[config.mk]
export PLATFORM = sky130hd
export DESIGN_NAME = silence_region_detector_flat
export DESIGN_NICKNAME = d
export VERILOG_FILES = /design/src/hw/rtl/sil_pkg.sv /design/src/hw/rtl/sil_if.sv /design/src/hw/rtl/sil_lane.sv /design/src/hw/rtl/sil_merge.sv /design/src/hw/rtl/sil_tracker.sv /design/src/hw/rtl/sil_emit.sv /design/src/hw/rtl/silence_region_detector.sv /design/src/flat_wrapper.sv
export SDC_FILE = /design/constraint.sdc
export NUM_CORES = 1
export LEC_CHECK = 0
export ABC_AREA = 1
export BUFFER_PORTS_ARGS = -buffer_cell sky130_fd_sc_hd__buf_2
export CAP_MARGIN = 15
export CORE_UTILIZATION = 60
export CTS_CLUSTER_SIZE = 8
export DETAILED_ROUTE_END_ITERATION = 7
export PLACE_DENSITY = 0.77
export SYNTH_ARGS = -nofsm -noshare
export SYNTH_HDL_FRONTEND = slang
export SYNTH_SLANG_ARGS = --single-unit
[constraint.sdc]
create_clock -name clk_i -period 7.24 [get_ports clk_i]
set_clock_uncertainty 0.15 [all_clocks]
set_input_delay 0.724 -clock clk_i [delete_from_list [all_inputs] [get_ports clk_i]]
set_output_delay 0.724 -clock clk_i [all_outputs]
set_load 0.005 [all_outputs]
[src/hw/rtl/sil_pkg.sv]
// shared types and constants for the silence region detector
`timescale 1ns / 1ps

package sil_pkg;

  // channel fields carried by one frame
  localparam int unsigned MaxChannels = 4;
  // widths fixed by the register map and result fields
  localparam int unsigned IdxW    = 3;
  localparam int unsigned ThreshW = 16;
  localparam int unsigned CountW  = 32;
  localparam int unsigned ChanW   = 3;

  // configuration register indexes
  typedef enum logic [IdxW-1:0] {
    RegThreshold  = 3'd0,
    RegMinSilence = 3'd1,
    RegMinRegion  = 3'd2,
    RegPreRoll    = 3'd3,
    RegPostRoll   = 3'd4,
    RegStreamLen  = 3'd5,
    RegActiveChan = 3'd6
  } cfg_reg_e;

  // configuration as seen by the datapath
  typedef struct packed {
    logic [ThreshW-1:0] threshold;
    logic [CountW-1:0]  min_silence;
    logic [CountW-1:0]  min_region;
    logic [CountW-1:0]  pre_roll;
    logic [CountW-1:0]  post_roll;
    logic [CountW-1:0]  len;      // stream length, zero taken as one
    logic [CountW-1:0]  len_m1;   // index of the final frame
    logic [ChanW-1:0]   active;
  } sil_cfg_t;

  // region found by the tracker, before length check and widening
  typedef struct packed {
    logic [CountW-1:0] first_idx;
    logic [CountW-1:0] last_idx;
  } sil_event_t;

endpackage

[src/hw/rtl/sil_if.sv]
// valid/ready channel interfaces: audio frames, regions and configuration writes
`timescale 1ns / 1ps

interface sil_frame_if #(
  parameter int unsigned SAMPLE_BITS = 16
);
  logic                          valid;
  logic                          ready;
  logic signed [SAMPLE_BITS-1:0] sample_ch0;
  logic signed [SAMPLE_BITS-1:0] sample_ch1;
  logic signed [SAMPLE_BITS-1:0] sample_ch2;
  logic signed [SAMPLE_BITS-1:0] sample_ch3;

  modport source (output valid, output sample_ch0, output sample_ch1,
                  output sample_ch2, output sample_ch3, input ready);
  modport sink (input valid, input sample_ch0, input sample_ch1,
                input sample_ch2, input sample_ch3, output ready);
endinterface

interface sil_region_if;
  logic        valid;
  logic        ready;
  logic [31:0] region_start;
  logic [31:0] region_end;

  modport source (output valid, output region_start, output region_end, input ready);
  modport sink (input valid, input region_start, input region_end, output ready);
endinterface

interface sil_cfg_if;
  logic        valid;
  logic        ready;
  logic [2:0]  index;
  logic [31:0] data;

  modport source (output valid, output index, output data, input ready);
  modport sink (input valid, input index, input data, output ready);
endinterface

[src/hw/rtl/sil_lane.sv]
// one channel lane: sample magnitude, zeroed when the channel is not examined
`timescale 1ns / 1ps

module sil_lane #(
  parameter int unsigned SAMPLE_BITS = 16
) (
  input  logic                          clk_i,
  input  logic                          en_i,
  input  logic                          active_i,
  input  logic signed [SAMPLE_BITS-1:0] sample_i,
  output logic        [SAMPLE_BITS-1:0] mag_o
);

  logic [SAMPLE_BITS-1:0] mag_d;
  logic [SAMPLE_BITS-1:0] mag_q;

  // absolute value; the most negative code maps to its unsigned magnitude
  always_comb begin
    if (!active_i) begin
      mag_d = '0;
    end else if (sample_i[SAMPLE_BITS-1]) begin
      mag_d = (~sample_i) + SAMPLE_BITS'(1);
    end else begin
      mag_d = sample_i;
    end
  end

  always_ff @(posedge clk_i) begin
    if (en_i) begin
      mag_q <= mag_d;
    end
  end

  assign mag_o = mag_q;

endmodule

[src/hw/rtl/sil_merge.sv]
// merge stage: peak over the lanes and silence decision
`timescale 1ns / 1ps

module sil_merge #(
  parameter int unsigned SAMPLE_BITS = 16
) (
  input  logic                              clk_i,
  input  logic                              rst_ni,
  input  logic [SAMPLE_BITS-1:0]            mag_i [sil_pkg::MaxChannels],
  input  logic                              valid_i,
  output logic                              ready_o,
  input  logic [sil_pkg::ThreshW-1:0]       threshold_i,
  output logic                              silent_o,
  output logic                              valid_o,
  input  logic                              ready_i
);
  import sil_pkg::*;

  localparam int unsigned CmpW = (SAMPLE_BITS > ThreshW) ? SAMPLE_BITS : ThreshW;

  logic [SAMPLE_BITS-1:0] peak;
  logic                   silent_d;
  logic                   silent_q;
  logic                   valid_q;

  // largest magnitude over the lanes
  always_comb begin
    peak = '0;
    for (int i = 0; i < MaxChannels; i++) begin
      if (mag_i[i] > peak) begin
        peak = mag_i[i];
      end
    end
    silent_d = CmpW'(peak) < CmpW'(threshold_i);
  end

  assign ready_o = !valid_q || ready_i;

  always_ff @(posedge clk_i or negedge rst_ni) begin
    if (!rst_ni) begin
      valid_q <= 1'b0;
    end else if (ready_o) begin
      valid_q <= valid_i;
    end
  end

  always_ff @(posedge clk_i) begin
    if (ready_o) begin
      silent_q <= silent_d;
    end
  end

  assign silent_o = silent_q;
  assign valid_o  = valid_q;

endmodule

[src/hw/rtl/sil_tracker.sv]
// region tracker: open, quiet count, close and end-of-scan handling
`timescale 1ns / 1ps

module sil_tracker (
  input  logic                clk_i,
  input  logic                rst_ni,
  input  sil_pkg::sil_cfg_t   cfg_i,
  input  logic                silent_i,
  input  logic                valid_i,
  output logic                ready_o,
  output sil_pkg::sil_event_t evt_o,
  output logic                evt_valid_o,
  input  logic                evt_ready_i
);
  import sil_pkg::*;

  logic              in_region_q, in_region_d;
  logic [CountW-1:0] open_start_q, open_start_d;
  logic [CountW-1:0] quiet_q, quiet_d;
  logic [CountW-1:0] frame_q, frame_d;
  logic [CountW-1:0] quiet_inc;
  logic              close;
  logic              last;
  logic              hit;
  logic              fire;
  sil_event_t        evt_d;
  sil_event_t        evt_q;
  logic              evt_valid_q;

  assign ready_o = !evt_valid_q || evt_ready_i;
  assign fire    = valid_i && ready_o;

  // next state for one frame
  always_comb begin
    in_region_d  = in_region_q;
    open_start_d = open_start_q;
    quiet_d      = quiet_q;
    close        = 1'b0;
    quiet_inc    = (quiet_q == '1) ? quiet_q : quiet_q + CountW'(1);
    last         = frame_q >= cfg_i.len_m1;

    if (!in_region_q) begin
      if (!silent_i) begin
        in_region_d  = 1'b1;
        open_start_d = frame_q;
        quiet_d      = '0;
      end
    end else if (silent_i) begin
      if (quiet_inc >= cfg_i.min_silence) begin
        close       = 1'b1;
        in_region_d = 1'b0;
        quiet_d     = '0;
      end else begin
        quiet_d = quiet_inc;
      end
    end else begin
      quiet_d = '0;
    end

    // region closed by silence, or still open at the final frame
    evt_d.first_idx = open_start_d;
    evt_d.last_idx  = close ? (frame_q - cfg_i.min_silence) : cfg_i.len;
    hit             = close || (last && in_region_d);

    if (last) begin
      in_region_d  = 1'b0;
      open_start_d = '0;
      quiet_d      = '0;
      frame_d      = '0;
    end else begin
      frame_d = frame_q + CountW'(1);
    end
  end

  always_ff @(posedge clk_i or negedge rst_ni) begin
    if (!rst_ni) begin
      in_region_q  <= 1'b0;
      open_start_q <= '0;
      quiet_q      <= '0;
      frame_q      <= '0;
      evt_valid_q  <= 1'b0;
    end else begin
      if (fire) begin
        in_region_q  <= in_region_d;
        open_start_q <= open_start_d;
        quiet_q      <= quiet_d;
        frame_q      <= frame_d;
      end
      if (ready_o) begin
        evt_valid_q <= fire && hit;
      end
    end
  end

  always_ff @(posedge clk_i) begin
    if (fire) begin
      evt_q <= evt_d;
    end
  end

  assign evt_o       = evt_q;
  assign evt_valid_o = evt_valid_q;

endmodule

[src/hw/rtl/sil_emit.sv]
// result stage: length check, pre/post-roll widening and output register
`timescale 1ns / 1ps

module sil_emit (
  input  logic                        clk_i,
  input  logic                        rst_ni,
  input  sil_pkg::sil_cfg_t           cfg_i,
  input  sil_pkg::sil_event_t         evt_i,
  input  logic                        evt_valid_i,
  output logic                        evt_ready_o,
  output logic                        valid_o,
  input  logic                        ready_i,
  output logic [sil_pkg::CountW-1:0]  start_o,
  output logic [sil_pkg::CountW-1:0]  end_o
);
  import sil_pkg::*;

  logic [CountW-1:0] length;
  logic              keep;
  logic [CountW-1:0] start_d;
  logic [CountW:0]   end_sum;
  logic [CountW-1:0] end_d;
  logic              valid_q;
  logic [CountW-1:0] start_q;
  logic [CountW-1:0] end_q;

  // length check and widening with clamps
  always_comb begin
    length  = (evt_i.last_idx > evt_i.first_idx) ? (evt_i.last_idx - evt_i.first_idx) : '0;
    keep    = length >= cfg_i.min_region;
    start_d = (evt_i.first_idx > cfg_i.pre_roll) ? (evt_i.first_idx - cfg_i.pre_roll) : '0;
    end_sum = {1'b0, evt_i.last_idx} + {1'b0, cfg_i.post_roll};
    end_d   = (end_sum > {1'b0, cfg_i.len}) ? cfg_i.len : end_sum[CountW-1:0];
  end

  assign evt_ready_o = !valid_q || ready_i;

  always_ff @(posedge clk_i or negedge rst_ni) begin
    if (!rst_ni) begin
      valid_q <= 1'b0;
    end else if (evt_ready_o) begin
      valid_q <= evt_valid_i && keep;
    end
  end

  always_ff @(posedge clk_i) begin
    if (evt_ready_o && evt_valid_i) begin
      start_q <= start_d;
      end_q   <= end_d;
    end
  end

  assign valid_o = valid_q;
  assign start_o = start_q;
  assign end_o   = end_q;

endmodule

[src/hw/rtl/silence_region_detector.sv]
// top level of the silence region detector
`timescale 1ns / 1ps

// Silence region detector. Takes one audio frame of four signed samples per
// transfer and reports loud regions as (region_start, region_end) frame
// indexes, widened by pre-roll and post-roll and clamped to [0, stream
// length]. One frame is accepted every clock cycle while the pipeline is not
// stalled. A result is formed through the magnitude lanes, peak merge, region
// tracker and result register, in that order. Each stage holds its item
// under output backpressure so the input stalls only when all stages are full.
// The per-frame tracker update is a loop through the tracker registers, which
// sets the rate of one frame per cycle. The user must write configuration through
// the cfg channel only while no frame is in flight; the block itself does not
// enforce this. Register indexes follow threshold, minimum silence, minimum
// region, pre-roll, post-roll, stream length, active channels.
module silence_region_detector #(
  parameter int unsigned SAMPLE_BITS = 16
) (
  input  logic        clk_i,
  input  logic        rst_ni,
  sil_cfg_if.sink     cfg_i,
  sil_frame_if.sink   frame_i,
  sil_region_if.source region_o
);
  import sil_pkg::*;

  logic [ThreshW-1:0] threshold_q;
  logic [CountW-1:0]  min_silence_q;
  logic [CountW-1:0]  min_region_q;
  logic [CountW-1:0]  pre_roll_q;
  logic [CountW-1:0]  post_roll_q;
  logic [CountW-1:0]  stream_len_q;
  logic [ChanW-1:0]   active_q;
  sil_cfg_t           cfg;

  logic signed [SAMPLE_BITS-1:0] samples [MaxChannels];
  logic        [SAMPLE_BITS-1:0] mags    [MaxChannels];
  logic                          lane_valid_q;
  logic                          lane_ready;
  logic                          merge_ready;
  logic                          merge_valid;
  logic                          silent;
  logic                          track_ready;
  sil_event_t                    evt;
  logic                          evt_valid;
  logic                          evt_ready;

  // configuration register writes
  assign cfg_i.ready = 1'b1;

  always_ff @(posedge clk_i or negedge rst_ni) begin
    if (!rst_ni) begin
      threshold_q   <= ThreshW'(1024);
      min_silence_q <= CountW'(4410);
      min_region_q  <= CountW'(4410);
      pre_roll_q    <= '0;
      post_roll_q   <= '0;
      stream_len_q  <= CountW'(1);
      active_q      <= ChanW'(2);
    end else if (cfg_i.valid) begin
      unique case (cfg_reg_e'(cfg_i.index))
        RegThreshold:  threshold_q   <= cfg_i.data[ThreshW-1:0];
        RegMinSilence: min_silence_q <= cfg_i.data;
        RegMinRegion:  min_region_q  <= cfg_i.data;
        RegPreRoll:    pre_roll_q    <= cfg_i.data;
        RegPostRoll:   post_roll_q   <= cfg_i.data;
        RegStreamLen:  stream_len_q  <= cfg_i.data;
        RegActiveChan: active_q      <= cfg_i.data[ChanW-1:0];
        default: ;
      endcase
    end
  end

  // derived configuration, zero stream length taken as one
  always_comb begin
    cfg.threshold   = threshold_q;
    cfg.min_silence = min_silence_q;
    cfg.min_region  = min_region_q;
    cfg.pre_roll    = pre_roll_q;
    cfg.post_roll   = post_roll_q;
    cfg.len         = (stream_len_q == '0) ? CountW'(1) : stream_len_q;
    cfg.len_m1      = (stream_len_q == '0) ? '0 : stream_len_q - CountW'(1);
    cfg.active      = active_q;
  end

  // magnitude lanes
  assign samples[0] = frame_i.sample_ch0;
  assign samples[1] = frame_i.sample_ch1;
  assign samples[2] = frame_i.sample_ch2;
  assign samples[3] = frame_i.sample_ch3;

  assign lane_ready    = !lane_valid_q || merge_ready;
  assign frame_i.ready = lane_ready;

  always_ff @(posedge clk_i or negedge rst_ni) begin
    if (!rst_ni) begin
      lane_valid_q <= 1'b0;
    end else if (lane_ready) begin
      lane_valid_q <= frame_i.valid;
    end
  end

  for (genvar g = 0; g < MaxChannels; g++) begin : g_lane
    sil_lane #(
      .SAMPLE_BITS(SAMPLE_BITS)
    ) u_lane (
      .clk_i   (clk_i),
      .en_i    (lane_ready),
      .active_i(cfg.active > ChanW'(g)),
      .sample_i(samples[g]),
      .mag_o   (mags[g])
    );
  end

  // peak and silence decision
  sil_merge #(
    .SAMPLE_BITS(SAMPLE_BITS)
  ) u_merge (
    .clk_i      (clk_i),
    .rst_ni     (rst_ni),
    .mag_i      (mags),
    .valid_i    (lane_valid_q),
    .ready_o    (merge_ready),
    .threshold_i(cfg.threshold),
    .silent_o   (silent),
    .valid_o    (merge_valid),
    .ready_i    (track_ready)
  );

  // region tracking
  sil_tracker u_tracker (
    .clk_i      (clk_i),
    .rst_ni     (rst_ni),
    .cfg_i      (cfg),
    .silent_i   (silent),
    .valid_i    (merge_valid),
    .ready_o    (track_ready),
    .evt_o      (evt),
    .evt_valid_o(evt_valid),
    .evt_ready_i(evt_ready)
  );

  // result formation and output register
  sil_emit u_emit (
    .clk_i      (clk_i),
    .rst_ni     (rst_ni),
    .cfg_i      (cfg),
    .evt_i      (evt),
    .evt_valid_i(evt_valid),
    .evt_ready_o(evt_ready),
    .valid_o    (region_o.valid),
    .ready_i    (region_o.ready),
    .start_o    (region_o.region_start),
    .end_o      (region_o.region_end)
  );

endmodule

[src/flat_wrapper.sv]
// flat-port wrapper written by rule: the top's interface ports become plain ports
module silence_region_detector_flat import sil_pkg::*;
#(
  parameter int unsigned SAMPLE_BITS = 16
)
  (clk_i, rst_ni, cfg_i_valid, cfg_i_index, cfg_i_data, cfg_i_ready, frame_i_valid, frame_i_sample_ch0, frame_i_sample_ch1, frame_i_sample_ch2, frame_i_sample_ch3, frame_i_ready, region_o_valid, region_o_region_start, region_o_region_end, region_o_ready);
  sil_cfg_if cfg_i_i ();
  sil_frame_if #(.SAMPLE_BITS(SAMPLE_BITS)) frame_i_i ();
  sil_region_if region_o_i ();
  input  logic clk_i;
  input  logic rst_ni;
  input wire logic [$bits(cfg_i_i.valid)-1:0] cfg_i_valid;
  input wire logic [$bits(cfg_i_i.index)-1:0] cfg_i_index;
  input wire logic [$bits(cfg_i_i.data)-1:0] cfg_i_data;
  output wire logic [$bits(cfg_i_i.ready)-1:0] cfg_i_ready;
  input wire logic [$bits(frame_i_i.valid)-1:0] frame_i_valid;
  input wire logic [$bits(frame_i_i.sample_ch0)-1:0] frame_i_sample_ch0;
  input wire logic [$bits(frame_i_i.sample_ch1)-1:0] frame_i_sample_ch1;
  input wire logic [$bits(frame_i_i.sample_ch2)-1:0] frame_i_sample_ch2;
  input wire logic [$bits(frame_i_i.sample_ch3)-1:0] frame_i_sample_ch3;
  output wire logic [$bits(frame_i_i.ready)-1:0] frame_i_ready;
  output wire logic [$bits(region_o_i.valid)-1:0] region_o_valid;
  output wire logic [$bits(region_o_i.region_start)-1:0] region_o_region_start;
  output wire logic [$bits(region_o_i.region_end)-1:0] region_o_region_end;
  input wire logic [$bits(region_o_i.ready)-1:0] region_o_ready;
  assign cfg_i_i.valid = cfg_i_valid;
  assign cfg_i_i.index = cfg_i_index;
  assign cfg_i_i.data = cfg_i_data;
  assign cfg_i_ready = cfg_i_i.ready;
  assign frame_i_i.valid = frame_i_valid;
  assign frame_i_i.sample_ch0 = frame_i_sample_ch0;
  assign frame_i_i.sample_ch1 = frame_i_sample_ch1;
  assign frame_i_i.sample_ch2 = frame_i_sample_ch2;
  assign frame_i_i.sample_ch3 = frame_i_sample_ch3;
  assign frame_i_ready = frame_i_i.ready;
  assign region_o_valid = region_o_i.valid;
  assign region_o_region_start = region_o_i.region_start;
  assign region_o_region_end = region_o_i.region_end;
  assign region_o_i.ready = region_o_ready;
  silence_region_detector #(.SAMPLE_BITS(SAMPLE_BITS)) u_core (.clk_i(clk_i), .rst_ni(rst_ni), .cfg_i(cfg_i_i), .frame_i(frame_i_i), .region_o(region_o_i));
endmodule
# --- After elaboration in Yosys (flattened, before gate mapping) ---
# Index checks and enable logic that the tools add are counted.
totals:
  output_inout_bits: 67
  reg_bits: 473
op_classes:
  n_eq_ne: 8
  magnitude_cmp: 15
  n_addsub: 11
  bitwise_logic: 4
  reduce_logical: 28
  mux: 31
op_table:
  columns: ["cell", "count"]
  rows:
  - ["32-bit two-way mux", 15]
  - ["32-bit greater-or-equal comparator", 3]
  - ["32-bit subtractor", 3]
  - ["16-bit by 2-bit adder with 16-bit output, second input constant", 4]
  - ["32-bit by 1-bit adder with 32-bit output, second input constant", 2]
  - ["32-bit greater-than comparator", 2]
  - ["16-bit two-way mux", 4]
  - ["16-bit inverter", 4]
  - ["15-bit two-way mux", 4]
  - ["16-bit greater-than comparator", 3]
  - ["32-bit by 32-bit adder with 33-bit output", 1]
  - ["33-bit by 32-bit greater-than comparator with 1-bit output", 1]
  - ["32-bit equality test, second input constant", 1]
  - ["32-bit zero test", 1]
  - ["32-bit by 1-bit subtractor with 32-bit output, second input constant", 1]
  - ["2-bit AND reduction", 12]
  - ["16-bit by 1-bit greater-than comparator with 1-bit output, second input constant", 1]
  - ["16-bit < comparator", 1]
  - ["3-bit equality test, second input constant", 3]
  - ["1-bit two-way mux", 8]
  - ["3-bit by 2-bit equality test with 1-bit output, second input constant", 2]
  - ["3-bit by 1-bit greater-than comparator with 1-bit output, second input constant", 2]
  - ["3-bit by 2-bit greater-than comparator with 1-bit output, second input constant", 2]
  - ["1-bit logical AND", 5]
  - ["5 further kinds", 12]

# --- Logic depth before layout (Yosys ltp) ---
# Gate-level depths: netlist of run 1.
logic_depth:
  depth_word: 9
  ltp_mapped: 50
  mapped_depth_nobuf: 47

# --- Modules after synthesis ---
# Synthesis of run 1 repeated with hierarchy kept, for this count alone.
hier_totals:
  hier_cells: 4891
  hier_area_um2: 36113.4
modules_own_cells:
  columns: ["module", "instances", "cells_per_inst", "seq_area_each_um2", "area_each_um2"]
  rows:
  - ["sil_tracker", 1, 1609, 4374.2, 12092.8]
  - ["sil_emit", 1, 1531, 1946.9, 10100.9]
  - ["silence_region_detector", 1, 913, 4523.1, 7706.1]
  - ["sil_lane", 4, 122, 480.5, 997.2]
  - ["sil_merge", 1, 350, 55.1, 2224.6]

# --- Worst setup path before layout of run 1 ---
# No wires, ideal clock.
synth_timing:
  path_kind: "flip-flop to flip-flop"
  start: "register u_core.g_lane[1].u_lane.mag_q[5]"
  end: "register u_core.u_merge.silent_q, in the netlist u_core.u_merge.silent_o (data pin)"
  path_stages_with_launch: 38
  slack_ps: 2044
  arrival_ps: 4900
  period_less_slack_ps: 5196
  setup_time_ps: 146
  path_buffers: 3
  cell_sequence: "edfxtp_1 > ha_1 > a21oi_1 > nor2_1 > nor2_1 > nand2_1 > nand2_1 > nand2_1 > nand2_1 > clkbuf_1 > nand2_1 > o21ai_0 > ha_1 > nand2_1 > inv_1 > o21ai_0 > a21oi_1 > nor2_1 > (+2 left out) > clkbuf_1 > o21ai_0 > ha_1 > nand2_1 > nor4_1 > nand2_1 > nand2_1 > nand2_1 > inv_1 > clkbuf_1 > nand2_1 > o21ai_0 > ha_1 > a21oi_1 > nor2_1 > a211oi_1 > nand2_1 > a21oi_1"
synth_via:
  elab_chain_len: 7
synth_rtl:
  columns: ["item", "line", "text"]
  rows:
  - ["start: declaration", "sil_lane.sv:15", "logic [SAMPLE_BITS-1:0] mag_q;"]
  - ["start signal: assignment", "sil_lane.sv:30", "mag_q <= mag_d;"]
  - ["16-bit greater-than comparator", "sil_merge.sv:30", "if (mag_i[i] > peak) begin"]
  - ["16-bit two-way mux *", "sil_merge.sv:30", null]
  - ["16-bit greater-than comparator", "sil_merge.sv:30", null]
  - ["16-bit two-way mux *", "sil_merge.sv:30", null]
  - ["16-bit greater-than comparator", "sil_merge.sv:30", null]
  - ["16-bit two-way mux *", "sil_merge.sv:30", null]
  - ["16-bit < comparator *", "sil_merge.sv:34", "silent_d = CmpW'(peak) < CmpW'(threshold_i);"]
  - ["via u_core.u_merge.silent_d", "sil_merge.sv:22", "logic silent_d;"]
  - ["end signal: assignment", "sil_merge.sv:49", "silent_q <= silent_d;"]
  - ["end: declaration", "sil_merge.sv:23", "logic silent_q;"]
# Mark *: on every way through the listed nets, which the timed path passes. The rest lies on a longest branch.
# A chain may end at the register's enable or synchronous reset.

# --- Worst setup path after layout of run 1 ---
layout_timing:
  start: "register u_core.g_lane[1].u_lane.mag_q[13]"
  end: "register u_core.u_merge.silent_q, in the netlist u_core.u_merge.silent_o (data pin)"
# Same word-level chain as after synthesis.

==> flow_metrics.tcl, run 1 <==
set metrics [dict create \
    status "finished, final reports clean" \
    yosys_warnings 0 \
    yosysTopAreaCellShare 0.202 \
    max_slew_margin 0.238 \
    tightest_slew_ns 1.14 \
    slowest_delay_ns 0.51 \
    hold_viol 0 \
    cts_sinks 473 \
    grtUsageTotal 0.346 \
    ys_ff_latch 473 \
    synthSimpleGateAreaFrac 0.217 \
    core_area_mm2 0.0540 \
    start_kind "flop" \
    gp_congestion 0.983 \
    crit_top_cell "nand2_1" \
    io_buffer_count 169 \
    die_y_um 236 \
    critPathRequiredTime_ns 7.54 \
    place_hpwl_um 74200 \
    setup_viol 0 \
    grt.overflow.total 0 \
    final_cell_mix "915 x nand2_1, 555 x inv_1, 476 x o21ai_0" \
    cp-end-kind "flop" \
    synth_cell_types 59 \
    grt_pass1_vias 28700 \
    drt-total-wl_um 95700 \
    cp_max_fo 30 \
    final_common_cell "nand2_1" \
    ioPinCount 171 \
    ir_drop_mv 0.195 \
    cts-buffers-inserted 69 \
    synth_fp_nets 4653 \
    rsz0062_at_grt "false" \
    die_area_mm2 0.0558 \
    synth_enable_flop_cells 193 \
    critical_path_class "reg2reg" \
    cts_setup_buffers 0 \
    critical_path.top_delay_family "simple AND/OR/NAND/NOR gates" \
    drive_gt1_frac 0.0782 \
    fin_setup_tns_ns 0 \
    crit_path_top_delay_cell "inv_1" \
    htreeDepth 3 \
    viasPerCell 5.81 \
    synth_top_family_by_area "simple AND/OR/NAND/NOR gates" \
    synthesis.area_mm2 0.0329 \
    wire_per_inst_um 18.7 \
    clk_pin_slew_ns 0.06 \
    root_buffer "clkbuf_16" \
    fin_util 0.675 \
    syn_avg_cell_area_um2 7.80 \
    p_per_area_mw_per_mm2 345 \
    grt_first_pass_wirelength_um 150000 \
    syn_inst 4219 \
    first_iter_violations 2348 \
    crit_arrival_ns 6.67 \
    antenna_found_initial 3 \
    cts_tree "done" \
    yosysTopAreaCell "dfrtp_1" \
    drc_errors 0 \
    ys.flop_type "dfrtp_1" \
    total_power_mw 12.6 \
    synth_xor_area_frac 0.0391 \
    fp.dieW_um 236 \
    first_pass_iters 7 \
    final_nets 4809 \
    grt_max_degree 146 \
    maxCapViolCount 0 \
    synth.top_cells.by_area "dfrtp_1 20%, edfxtp_1 18%, ha_1 12%" \
    ant_nets 0 \
    fin_crit_sh 0.880 \
    cts_buffer_depth 3 \
    hold_path_class "in2reg" \
    synth-async-reset-ratio 0.592 \
    critical_path_buf_inv_count 3 \
    synthMuxAreaShare 0 \
    power.leakage_nw 17.5 \
    synth_compound_area_frac 0.151 \
    clkLatencyLatePin_ns 0.61 \
    min_period_ns 6.37 \
    rows 85 \
    area_delta_synth_final_pct 10.8 \
    start_util 0.609 \
    yosysSeqAreaShare 0.390 \
    synth-adder-area-share 0.126 \
    vias 29800 \
    fmaxAchievable_mhz 157 \
    finalMaxSlewViolations 0 \
]
==> final timing paths <==
kind / startpoint / endpoint / slack [ns] / depth (start not counted)
min: frame_i_valid / u_core.lane_valid_q$_DFFE_PN0P_ / 0.19 / 3
max reg2reg: u_core.g_lane[1].u_lane.mag_o[13]$_SDFFCE_PP0P_ / u_core.u_merge.silent_o$_DFFE_PP_ / 0.87 / 31
min in group asynchronous: rst_ni / u_core.min_silence_q[23]$_DFFE_PN0P_ / 0.54 / 2
max: u_core.g_lane[1].u_lane.mag_o[13]$_SDFFCE_PP0P_ / u_core.u_merge.silent_o$_DFFE_PP_ / 0.87 / 31
min reg2reg: u_core.lane_valid_q$_DFFE_PN0P_ / u_core.u_merge.valid_o$_DFFE_PN0P_ / 0.33 / 2
max in group asynchronous: rst_ni / u_core.min_region_q[18]$_DFFE_PN0P_ / 5.08 / 3
==> logic make-up after synthesis <==
| family | after synthesis |
|---|---|
| compound gates | 919 |
| other cells | 1 |
| xor+xnor | 147 |
| flops | 473 |
| buf+inv | 673 |
| fa+ha+maj | 330 |
| simple gates | 1676 |
==> report_power, final <==
| group | switching, mW | total, mW | internal [mW] | leakage (nW) |
|---|---|---|---|---|
| Combinational | 3.70 | 5.71 | 2.00 | 11.0 |
| Clock | 1.22 | 3.07 | 1.85 | 0.969 |
| Sequential | 0.405 | 3.79 | 3.38 | 5.59 |
==> cells in the mapped netlist, types with 4 or more instances <==
cell         n
and3_1       6
a21o_1      13
o211ai_1    12
nand2_1    920
o221ai_1    10
fa_1         4
buf_2        9
dfstp_2     15
nand2_2      5
o2111ai_1    4
a31oi_1     17
o21a_1      18
nor3_1      82
dfrtp_1    265
or2_2       10
xnor2_1     61
a21boi_0     5
buf_4        4
clkbuf_1    91
a21oi_1    305
ha_1       326
a211oi_1    14
o21ai_1      9
nor3b_1     15
o21bai_1     9
nand3_1    202
nand4_1     69
nor2_2       5
inv_2        8
o31ai_1      4
inv_1      556
o21ai_0    476
nor4_1      25
o221a_2      6
nor2_1     321
edfxtp_1   193
xor2_1      86
nor2_4       6
==> what timing repair did <==
item	4_1_cts	5_1_grt
setup endpoints to repair	0	0
resized for setup	0	0
endpoints found under the hold margin	61	0
hold buffers	1	0
==> stage by stage <==
stage	cells	hold slack [ns]	setup slack, ns	instance area [µm²]
after detailed placement	4999	0.313	0.965	34400
after global routing	5123	0.190	0.164	36500
after floorplan	4219	0.278	2.04	32900
final	5124	0.189	0.868	36500
after CTS	5123	0.167	0.924	36500
after global placement	4999	0.294	1.12	34400
==> layout make-up <==
| cell class | count | area [µm²] |
|---|---|---|
| fillers | 4670 | 17600 |
| multi-input cells | 3073 | 17600 |
| flip-flops and latches | 473 | 12800 |
| inverters | 566 | 2130 |
| clock buffers | 119 | 1990 |
| repair buffers | 192 | 1040 |
| well taps | 696 | 871 |
| clock inverters | 4 | 42.5 |
| diodes | 1 | 2.50 |
==> state kept, by name, indices dropped and copies added (netlist names) <==
name and cells:
u_core.active_q 3, u_core.g_lane.u_lane.mag_o 64, u_core.lane_valid_q 1, u_core.min_region_q 32, u_core.min_silence_q 32, u_core.post_roll_q 32
u_core.pre_roll_q 32, u_core.stream_len_q 32, u_core.threshold_q 16, u_core.u_emit.end_o 32, u_core.u_emit.start_o 32, u_core.u_emit.valid_o 1
u_core.u_merge.silent_o 1, u_core.u_merge.valid_o 1, u_core.u_tracker.evt_o 64, u_core.u_tracker.evt_valid_o 1, u_core.u_tracker.frame_q 32, u_core.u_tracker.in_region_q 1
u_core.u_tracker.open_start_q 32, u_core.u_tracker.quiet_q 32
==> per-layer routing <==
layer,track usage,vias to the layer above,part of all wire
li1,-,14600,-
met1,0.453,13800,0.41
met2,0.566,1164,0.46
met3,0.0462,239,0.074
met4,0.174,0,0.050
met5,0,-,0
==> worst min-delay path, delay by kind of cell <==
kind                   cells  cell delay [ns]
buffers and inverters      2             0.12
AND/OR/NAND/NOR            1             0.05
(Power assumes the default switching activity.)
==> inputs of run 2 (changes only) <==
RECOVER_POWER = 50   (was unset)
==> run 2 against run 1 <==
Compared with the run above:
- the run now ends with capacitance limit, slew limit left
- maximum frequency decreased by 0.33%
- via count rose by 0.25%
- clock power about the same
- largest cell class unchanged
- largest power group unchanged
==> flow_metrics.tcl, run 2 (synthesis results as in run 1) <==
set metrics [dict create \
    max_slew_margin -1.64 \
    violations "capacitance limit, slew limit" \
    clkLatencyLatePin_ns 0.61 \
    cp_max_fo 30 \
    ir_drop_mv 0.189 \
    die_y_um 236 \
    wire_per_inst_um 18.7 \
    tightest_slew_ns 3.96 \
    setup_viol 0 \
    viasPerCell 5.82 \
    p_per_area_mw_per_mm2 346 \
    area_delta_synth_final_pct 10.5 \
    postCtsHoldBufs 1 \
    fin_crit_sh 0.883 \
    grt.overflow.total 0 \
    place_hpwl_um 74200 \
    cts_tree "done" \
    timing.hold.ws_ns 0.189 \
    hold_depth 3 \
    rows 85 \
    ctsResizeCount 0 \
    first_pass_iters 6 \
    start_util 0.609 \
    ioPinCount 171 \
    final_common_cell "nand2_1" \
    timing.rr.start "u_core.g_lane[1].u_lane.mag_o[13]$_SDFFCE_PP0P_" \
    core_area_mm2 0.0540 \
    first_iter_violations 2523 \
    finalMaxSlewViolations 733 \
    ant_nets 0 \
    cts_buffer_depth 3 \
    critical_path_class "reg2reg" \
    fin_util 0.673 \
    grt_first_pass_wirelength_um 150000 \
    cp-end-kind "flop" \
    final_cell_mix "919 x nand2_1, 555 x inv_1, 476 x o21ai_0" \
    reg2reg_to "u_core.u_merge.silent_o$_DFFE_PP_" \
    fin_setup_tns_ns 0 \
    root_buffer "clkbuf_16" \
    reg2reg_depth 31 \
    htreeDepth 3 \
    slowest_delay_ns 0.52 \
    crit_path_top_delay_cell "inv_1" \
    worst-r2r-setup-slack_ns 0.85 \
    start_kind "flop" \
    power.leakage_nw 17.4 \
    status "finished, violations left" \
    final_nets 4809 \
    io_buffer_count 169 \
    n_antenna_cell 0 \
    clk_pin_slew_ns 0.06 \
    grt_max_degree 146 \
    cts-buffers-inserted 69 \
    grtUsageTotal 0.346 \
    dp_slack_ns 0.965 \
    crit_top_cell "nand2_1" \
    maxCapViolCount 10 \
    min_from "frame_i_valid" \
    fp.dieW_um 236 \
    cts_sinks 473 \
    fmaxAchievable_mhz 156 \
    critPathRequiredTime_ns 7.54 \
    grt_pass1_vias 28700 \
    die_area_mm2 0.0558 \
    crit_arrival_ns 6.69 \
    drt-total-wl_um 95800 \
    rsz0062_at_grt "false" \
    drive_gt1_frac 0.0700 \
    vias 29800 \
    cts_setup_buffers 0 \
    gp_congestion 0.983 \
    min_to "u_core.lane_valid_q$_DFFE_PN0P_" \
    hold_path_class "in2reg" \
    drc_errors 0 \
    antenna_found_initial 3 \
    hold_viol 0 \
    min_period_ns 6.39 \
    fin_ws_ns 0.847 \
]
-- run 2: how the worst max path moves through the flow --
stage | startpoint | end | slack, ns | cells past startpoint
floorplan | u_core.g_lane[1].u_lane.mag_o[5]$_SDFFCE_PP0P_ | u_core.u_merge.silent_o$_DFFE_PP_ | 2.04 | 37
global placement | u_core.g_lane[1].u_lane.mag_o[15]$_SDFFCE_PN0P_ | u_core.u_merge.silent_o$_DFFE_PP_ | 1.12 | 36
detailed placement | u_core.g_lane[1].u_lane.mag_o[13]$_SDFFCE_PP0P_ | u_core.u_merge.silent_o$_DFFE_PP_ | 0.96 | 36
CTS | u_core.g_lane[1].u_lane.mag_o[13]$_SDFFCE_PP0P_ | u_core.u_merge.silent_o$_DFFE_PP_ | 0.92 | 36
global route | u_core.g_lane[0].u_lane.mag_o[7]$_SDFFCE_PP0P_ | u_core.u_merge.silent_o$_DFFE_PP_ | 0.16 | 34
finish | u_core.g_lane[1].u_lane.mag_o[13]$_SDFFCE_PP0P_ | u_core.u_merge.silent_o$_DFFE_PP_ | 0.85 | 31
-- run 2: worst max-delay path, delay by kind of cell (launching register included) --
kind | cells | cell delay (ns)
and+or+nand+nor | 16 | 2.13
AOI/OAI and AO/OA | 8 | 1.52
adders and majority gates | 4 | 1.30
buffers and inverters | 3 | 0.73
DFF | 1 | 0.41
-- run 2: layout make-up --
cell class / count / area, µm²
flip-flops and latches: 473 / 12800
well taps: 696 / 871
multi-input cells: 3073 / 17600
repair buffers: 192 / 970
inverters: 566 / 2130
clock buffers: 119 / 1990
fillers: 4701 / 17700
clock inverters: 4 / 42.5
-- run 2: metrics by stage --
step | std cells | power [mW] | cell area, µm²
global route | 5123 | 13.5 | 36400
global placement | 4999 | 9.28 | 34400
CTS | 5123 | 12.5 | 36500
finish | 5123 | 12.6 | 36400
detailed placement | 4999 | 9.41 | 34400
floorplan | 4219 | 7.77 | 32900
-- run 2: where the power goes --
part	leakage (nW)	internal [mW]	switching, mW
clock network	0.969	1.85	1.22
registers	5.59	3.39	0.403
logic	10.9	2.00	3.70
total	17.4	7.24	5.33
-- run 2: per-layer routing --
metal	track usage	wire length [µm]	up-vias	share of wire
met5	0	0	-	0
met4	0.174	4970	0	0.052
met3	0.0462	7500	242	0.078
met2	0.566	43900	1205	0.46
met1	0.453	39400	13800	0.41
li1	-	-	14600	-
